--- config.mk ---
export PLATFORM = sky130hd
export DESIGN_NAME = kr_fifo
export DESIGN_NICKNAME = d
export VERILOG_FILES = /design/src/hdl/kr_fifo.sv
export SDC_FILE = /design/constraint.sdc
export NUM_CORES = 1
export LEC_CHECK = 0
export BUFFER_PORTS_ARGS = -buffer_cell sky130_fd_sc_hd__buf_2
export CELL_PAD_IN_SITES_DETAIL_PLACEMENT = 2
export CELL_PAD_IN_SITES_GLOBAL_PLACEMENT = 2
export CORE_AREA = 4 4 41 43
export CTS_BUF_LIST = sky130_fd_sc_hd__clkbuf_4
export CTS_CLUSTER_SIZE = 30
export DETAILED_ROUTE_END_ITERATION = 8
export DIE_AREA = 0 0 45 47
export HOLD_SLACK_MARGIN = 0.03
export PLACE_DENSITY = 0.62
export SLEW_MARGIN = 5
export SYNTH_ARGS = -nofsm -noshare
export SYNTH_HDL_FRONTEND = slang
export SYNTH_SLANG_ARGS = --single-unit
export TNS_END_PERCENT = 5
--- constraint.sdc ---
create_clock -name clk -period 2.2 [get_ports clk]
set_input_delay 0.66 -clock clk [delete_from_list [all_inputs] [get_ports clk]]
set_output_delay 0.66 -clock clk [all_outputs]
set_load 0.1 [all_outputs]
--- src/hdl/kr_fifo.sv ---
// Small register queue used between the front end, back end and result port.
module kr_fifo #(
  parameter type item_t = logic,
  parameter int  DEPTH  = 2
) (
  input  logic  clk,
  input  logic  rst,
  input  logic  push,
  input  item_t wr_item,
  output logic  full,
  input  logic  pop,
  output item_t rd_item,
  output logic  empty
);

  localparam int PW = (DEPTH > 1) ? $clog2(DEPTH) : 1;
  localparam int CW = $clog2(DEPTH + 1);

  item_t          slots [DEPTH];
  logic [PW-1:0]  wr_ptr;
  logic [PW-1:0]  rd_ptr;
  logic [CW-1:0]  count;
  logic           do_push;
  logic           do_pop;

  assign full    = (count == CW'(DEPTH));
  assign empty   = (count == '0);
  assign do_push = push && !full;
  assign do_pop  = pop && !empty;
  assign rd_item = slots[rd_ptr];

  always_ff @(posedge clk) begin
    if (do_push) begin
      slots[wr_ptr] <= wr_item;
    end
  end

  always_ff @(posedge clk) begin
    if (rst) begin
      wr_ptr <= '0;
      rd_ptr <= '0;
      count  <= '0;
    end else begin
      if (do_push) begin
        wr_ptr <= (wr_ptr == PW'(DEPTH - 1)) ? '0 : wr_ptr + 1'b1;
      end
      if (do_pop) begin
        rd_ptr <= (rd_ptr == PW'(DEPTH - 1)) ? '0 : rd_ptr + 1'b1;
      end
      if (do_push && !do_pop) begin
        count <= count + 1'b1;
      end else if (do_pop && !do_push) begin
        count <= count - 1'b1;
      end
    end
  end

endmodule

==> results of run 1 <==
## through the flow
step,setup TNS [ns],area (sq um),hold WS (ns),std cells
3_5_place_dp,0,345,0.486,50
4_1_cts,0,375,0.493,54
6_report,0,375,0.488,54
2_1_floorplan,-0.0326,292,0.452,28
5_1_grt,0,375,0.525,54
3_3_place_gp,0,345,0.469,50
## final timing paths
kind,start,to,slack (ns),cells after the start
max,count[1]$_SDFFE_PP0P_,full,0.25,2
min,wr_ptr$_SDFFE_PP0N_,wr_ptr$_SDFFE_PP0N_,0.49,2
min reg2reg,wr_ptr$_SDFFE_PP0N_,wr_ptr$_SDFFE_PP0N_,0.49,2
max reg2reg,count[1]$_SDFFE_PP0P_,count[1]$_SDFFE_PP0P_,0.63,5
## layout make-up
class                      instances  area (sq um)
timing repair buffer               7          35.0
sequential                         7           160
fill                             162           926
tap                               15          18.8
inverter                           2          7.51
clock buffer                       4          30.0
multi-input combinational         19           124
## routing by layer
layer	up-vias	track usage, %	share of wire (%)
li1	114	-	-
met4	0	1.75	0
met5	-	0	0
met3	0	6.90	11
met2	8	11.6	53
met1	112	5.50	36
## worst min-delay path: cells and delay by family, from the launching register on
family	cells	cell delay (ns)
AOI/OAI and AO/OA	2	0.13
DFF	1	0.31
## cells by family (layout without fill, tap and decap cells)
family / count (synthesis) / after routing / synth area share (%)
AND/OR/NAND/NOR: 9 / 9 / 16.0
flip-flops: 7 / 7 / 55.4
AO/OA/AOI/OAI: 5 / 5 / 8.66
XOR/XNOR: 3 / 3 / 9.09
buffers and inverters: 2 / 13 / 2.60
adder cells (fa/ha/maj): 1 / 1 / 4.33
multiplexers: 1 / 1 / 3.90
## synth_stat cells
library cell / count
mux2_2: 1
nor2b_2: 1
or3_1: 2
o21ai_0: 3
ha_1: 1
edfxtp_1: 2
a21oi_1: 2
dfxtp_1: 5
inv_1: 2
and2_1: 1
xor2_1: 3
nor2_1: 5
==> impl_metrics.tcl, run 1 <==
set metrics [dict create \
    grt.overflow.total 0 \
    dr.pass1.iters 1 \
    numCtsBuffers 3 \
    ctsHoldBuffers 0 \
    post-route-util_pct 28.8 \
    portBuffers 7 \
    clk_pin_slew_ns 0.05 \
    area_growth_pct 29.9 \
    path_class "reg -> out" \
    grt_pass1_vias 242 \
    rsz0062_at_grt "false" \
    vias_per_cell 4.33 \
    finalSetupViolCount 0 \
    critical-path-top-delay-family "buffers and inverters" \
    worstMarginPinSlew_ns 0.489 \
    synthCells 28 \
    drc 0 \
    syn-cell-area_sq_um 289 \
    pre_cts_ws_ns 0.366 \
    root_buffer "clkbuf_4" \
    final_cell_mix "buf_2, dfxtp_1, nor2_1, clkbuf_4" \
    fin_crit_sh_pct 88.8 \
    slew_violations 0 \
    routabilityCongestion 0.773 \
    crit_path_max_fanout 5 \
    vias 234 \
    ys_top_cells_by_area "dfxtp_1, edfxtp_1, xor2_1" \
    fin_worst_skew_ns 0.000721 \
    ys_seq_area_share_pct 55.4 \
    drive_gt1_share_pct 35.9 \
    avgSynthCellArea_sq_um 10.3 \
    cts_sinks 7 \
    end_kind "output port" \
    htreeDepth 1 \
    hold_class "reg -> reg" \
    initial_core_util_pct 22.2 \
    n_antenna_cell 0 \
    grt_max_degree 6 \
    cts_resized 0 \
    synth_top_area_share_pct 34.6 \
    routed_wl_microns 552 \
    ys_ff_latch 7 \
    clk_path_buf_depth 2 \
    ant_nets 0 \
    relSlewSlack_pct 67.6 \
    die_h_microns 47 \
    core_sq_um 1300 \
    slowest_stage "buf_2" \
    pin_count 8 \
    critical_path.max_stage_delay_ns 0.45 \
    die_w_microns 45 \
    drt-initial-drc-count 0 \
    synth_cell_types 12 \
    clock_latency_ns 0.25 \
    cp.arrival_ns 1.29 \
    dieArea_sq_um 2120 \
    synth_top_cell_by_area "dfxtp_1" \
    synth_nets 34 \
    maxClockFrequency_ghz 0.512 \
    cts_tree "done" \
    cts_setup_buffers 0 \
    num-nets-final 46 \
    fin_crit_ns 1.95 \
    path_buf_inv 1 \
    post_drt_wl_per_cell_microns 10.2 \
    synth_warnings 0 \
    critPathRequiredTime_ns 1.54 \
    antenna_found_initial 0 \
    drv_cap 0 \
    grt_pass1_wl_microns 931 \
    rows 13 \
    timing.final.ws_setup_ns 0.247 \
    cp_cell_sequence "nor2b_2 > buf_2" \
    startpoint_type "register" \
    layout_commonest_cell "buf_2" \
    grt_use_total_pct 6.81 \
    final-hold-violation-count 0 \
    status "completed" \
]
Power of run 1 is not shown: default switching activity piles up to over one toggle a cycle in this logic, so the estimate is an artifact.
==> run 2: changes to the inputs <==
--- a/config.mk
+++ b/config.mk
@@ -6,6 +6,7 @@
 export NUM_CORES = 1
 export LEC_CHECK = 0
 export BUFFER_PORTS_ARGS = -buffer_cell sky130_fd_sc_hd__buf_2
+export CAP_MARGIN = 30
 export CELL_PAD_IN_SITES_DETAIL_PLACEMENT = 2
 export CELL_PAD_IN_SITES_GLOBAL_PLACEMENT = 2
 export CORE_AREA = 4 4 41 43
@@ -14,7 +15,7 @@
 export DETAILED_ROUTE_END_ITERATION = 8
 export DIE_AREA = 0 0 45 47
 export HOLD_SLACK_MARGIN = 0.03
-export PLACE_DENSITY = 0.62
+export PLACE_DENSITY = 0.69
 export SLEW_MARGIN = 5
 export SYNTH_ARGS = -nofsm -noshare
 export SYNTH_HDL_FRONTEND = slang
==> impl_metrics.tcl, run 2 (synthesized netlist as in run 1, its figures left out) <==
set metrics [dict create \
    slew_violations 0 \
    cts_resized 0 \
    ff2ff_setup_slack_ns 0.58 \
    initial_core_util_pct 22.2 \
    rsz0062_at_grt "false" \
    numCtsBuffers 3 \
    die_w_microns 45 \
    relSlewSlack_pct 67.9 \
    routed_wl_microns 662 \
    cp.arrival_ns 1.32 \
    hold_start "wr_ptr$_SDFFE_PP0N_" \
    vias 229 \
    whs_ns 0.505 \
    slowest_stage "buf_2" \
    dr.pass1.iters 1 \
    fin_worst_skew_ns 0.00462 \
    layout_commonest_cell "buf_2" \
    worstMarginPinSlew_ns 0.485 \
    pin_count 8 \
    hold_class "reg -> reg" \
    cp_cell_sequence "nor2b_2 > buf_2" \
    hpwl_microns 532 \
    holdPathStages 2 \
    cts_sinks 7 \
    antenna_found_initial 0 \
    r2r_start "count[1]$_SDFFE_PP0P_" \
    ant_nets 0 \
    num-nets-final 46 \
    portBuffers 7 \
    dieArea_sq_um 2120 \
    final-hold-violation-count 0 \
    drv_cap 0 \
    path_class "reg -> out" \
    grt_pass1_vias 296 \
    ctsHoldBuffers 0 \
    pre_cts_ws_ns 0.371 \
    n_antenna_cell 0 \
    startpoint_type "register" \
    core_sq_um 1300 \
    hold_end "wr_ptr$_SDFFE_PP0N_" \
    die_h_microns 47 \
    stdcell_area_sq_um 375 \
    cts_setup_buffers 0 \
    placed_cell_area_sq_um 345 \
    post_drt_wl_per_cell_microns 12.3 \
    grt_max_degree 6 \
    finalSetupViolCount 0 \
    drt-initial-drc-count 0 \
    critical_path.max_stage_delay_ns 0.45 \
    drc 0 \
    status "completed" \
    clk_path_buf_depth 2 \
    grt_pass1_wl_microns 1160 \
    crit_path_max_fanout 5 \
    grt.overflow.total 0 \
    fin_crit_sh_pct 90.1 \
    critPathRequiredTime_ns 1.54 \
    maxClockFrequency_ghz 0.505 \
    htreeDepth 1 \
    worstReg2RegEnd "count[1]$_SDFFE_PP0P_" \
    tns_ns 0 \
    rows 13 \
    area_growth_pct 29.9 \
    cts_tree "done" \
    timing.final.ws_setup_ns 0.218 \
    r2r_cells 5 \
    root_buffer "clkbuf_4" \
    vias_per_cell 4.24 \
    routabilityCongestion 0.686 \
    end_kind "output port" \
    grt_use_total_pct 8.17 \
    drive_gt1_share_pct 35.9 \
    fin_crit_ns 1.98 \
    clk_pin_slew_ns 0.06 \
    clock_latency_ns 0.25 \
    final_cell_mix "buf_2, dfxtp_1, nor2_1, clkbuf_4" \
]
==> run 2: cell counts in the layout (fill, tap and decap cells not counted) <==
Identical to the previous run, type by type.
==> run 2: how the worst max path moves through the flow <==
stage,cells past startpoint,from,endpoint
2_1_floorplan,5,count[1]$_SDFFE_PP0P_,count[1]$_SDFFE_PP0P_
3_3_place_gp,5,pop,count[1]$_SDFFE_PP0P_
3_5_place_dp,6,push,count[1]$_SDFFE_PP0P_
4_1_cts,2,count[1]$_SDFFE_PP0P_,full
5_1_grt,2,count[1]$_SDFFE_PP0P_,full
6_report,2,count[1]$_SDFFE_PP0P_,full
==> run 2: layout make-up <==
class,count,area (sq um)
fill,163,926
sequential,7,160
multi-input combinational,19,124
timing repair buffer,7,35.0
clock buffer,4,30.0
tap,15,18.8
inverter,2,7.51
==> run 2: per-layer routing <==
layer,share of wire (%),track usage [%],vias up
li1,-,-,117
met1,39,8.05,108
met2,54,13.8,4
met3,6.5,3.83,0
met4,0,5.26,0
met5,0,0,-
==> run 2: through the flow <==
stage          util, %  std cells
5_1_grt           28.8         54
3_5_place_dp      26.5         50
2_1_floorplan        -         28
3_3_place_gp      26.5         50
6_report          28.8         54
4_1_cts           28.8         54
==> run 2: critical path, delay by kind of cell, from the launching register on <==
kind / cells / cell delay [ns]
buf+inv: 1 / 0.45
simple gates: 1 / 0.23
flops: 1 / 0.40
Power of run 2 is left out for the same reason.
==> run 3: changes to the inputs <==
==> constraint.sdc (replaced) <==
create_clock -name clk -period 2.2 [get_ports clk]
set_input_delay 0.66 -clock clk [delete_from_list [all_inputs] [get_ports clk]]
set_output_delay 0.66 -clock clk [all_outputs]
set_load 0.05 [all_outputs]
==> impl_metrics.tcl, run 3 (synthesized netlist as in run 1, its figures left out) <==
set metrics [dict create \
    status "completed" \
    dieArea_sq_um 2120 \
    drt-initial-drc-count 0 \
    stdcell_count 54 \
    cts_tree "done" \
    grt_pass1_wl_microns 993 \
    rows 13 \
    p_sw_mw 0.249 \
    routabilityCongestion 0.647 \
    dp_cells 50 \
    fin_crit_ns 1.76 \
    vias 225 \
    initial_core_util_pct 22.2 \
    grt.overflow.total 0 \
    cts_resized 0 \
    switching_share_pct 42.5 \
    p_total_mw 0.586 \
    dr.pass1.iters 1 \
    worstMarginPinSlew_ns 0.330 \
    pin_count 8 \
    slew_violations 0 \
    cts_setup_buffers 0 \
    r2r_cells 4 \
    htreeDepth 1 \
    finalSetupViolCount 0 \
    relSlewSlack_pct 77.8 \
    n_fill_cell 159 \
    maxClockFrequency_ghz 0.568 \
    hold_class "reg -> reg" \
    timing.final.ws_setup_ns 0.438 \
    vias_per_cell 4.17 \
    p_comb_share_pct 43.7 \
    path_class "reg -> out" \
    tns_ns 0 \
    root_buffer "clkbuf_4" \
    cp.arrival_ns 1.10 \
    power_density_nw_per_um2 1570 \
    max-vdd-ir-drop_uv 474 \
    crit_path_max_fanout 5 \
    area_growth_pct 29.0 \
    pwr-share-clk_pct 21.7 \
    clock_latency_ns 0.24 \
    die_w_microns 45 \
    grt_use_total_pct 7.60 \
    grt_max_degree 6 \
    drv_cap 0 \
    die_h_microns 47 \
    antenna_found_initial 0 \
    layout_commonest_cell "buf_2" \
    drive_gt1_share_pct 33.3 \
    post_drt_wl_per_cell_microns 11.0 \
    clk_pin_slew_ns 0.05 \
    critPathRequiredTime_ns 1.54 \
    holdPathStages 2 \
    clk_path_buf_depth 2 \
    grt_pass1_vias 237 \
    numCtsBuffers 3 \
    routed_wl_microns 595 \
    placed_cell_area_sq_um 343 \
    hpwl_microns 501 \
    intPower_mw 0.337 \
    fin_crit_sh_pct 80.1 \
    stdcell_area_sq_um 373 \
    ctsHoldBuffers 0 \
    seqPwrFrac_pct 34.6 \
    multiInputGateArea_sq_um 121 \
    portBuffers 7 \
    ant_nets 0 \
    final-hold-violation-count 0 \
    ff_latch_area_sq_um 160 \
    startpoint_type "register" \
    pre_cts_ws_ns 0.372 \
    end_kind "output port" \
    p_leak_nw 0.170 \
    num-nets-final 46 \
    core_sq_um 1300 \
    post-route-util_pct 28.7 \
    final_cell_mix "buf_2, nor2_1, dfxtp_1, clkbuf_4" \
    whs_ns 0.483 \
    rsz0062_at_grt "false" \
    fin_worst_skew_ns 0.000505 \
    n_antenna_cell 0 \
    cts_sinks 7 \
    drc 0 \
]
-- run 3: final timing paths --
path	endpoint	slack, ns	startpoint
min	wr_ptr$_SDFFE_PP0N_	0.48	wr_ptr$_SDFFE_PP0N_
min reg2reg	wr_ptr$_SDFFE_PP0N_	0.48	wr_ptr$_SDFFE_PP0N_
max reg2reg	count[1]$_SDFFE_PP0P_	0.65	count[0]$_SDFFE_PP0P_
max	full	0.44	count[1]$_SDFFE_PP0P_
-- run 3: final cells by class --
class                           count  share of cell area, %
Clock buffer                        4                   8.05
Inverter                            2                   2.01
Multi-Input combinational cell     19                   32.6
Sequential cell                     7                   43.0
Tap cell                           15                   5.03
Timing Repair Buffer                7                   9.40
-- run 3: worst max-delay path, stage by stage (launching register included) --
cell and delay (ns):
dfxtp_1 0.37, nor2b_2 0.20, buf_2 0.28
-- run 3: power groups by stage --
stage | logic (mW) | registers (mW) | clock network, mW
6_report | 0.256 | 0.202 | 0.127
5_1_grt | 0.282 | 0.206 | 0.142
4_1_cts | 0.261 | 0.204 | 0.134
3_5_place_dp | 0.260 | 0.205 | 0
3_3_place_gp | 0.246 | 0.203 | 0
2_1_floorplan | 0.205 | 0.197 | 0
-- run 3: layer usage --
layer | vias up | wire, microns | track usage [%]
li1 | 114 | - | -
met1 | 105 | 239 | 7.32
met2 | 6 | 309 | 11.3
met3 | 0 | 46 | 4.60
met4 | 0 | 0 | 7.02
met5 | - | 0 | 0
No activity file was read; power rests on OpenSTA's default activity.
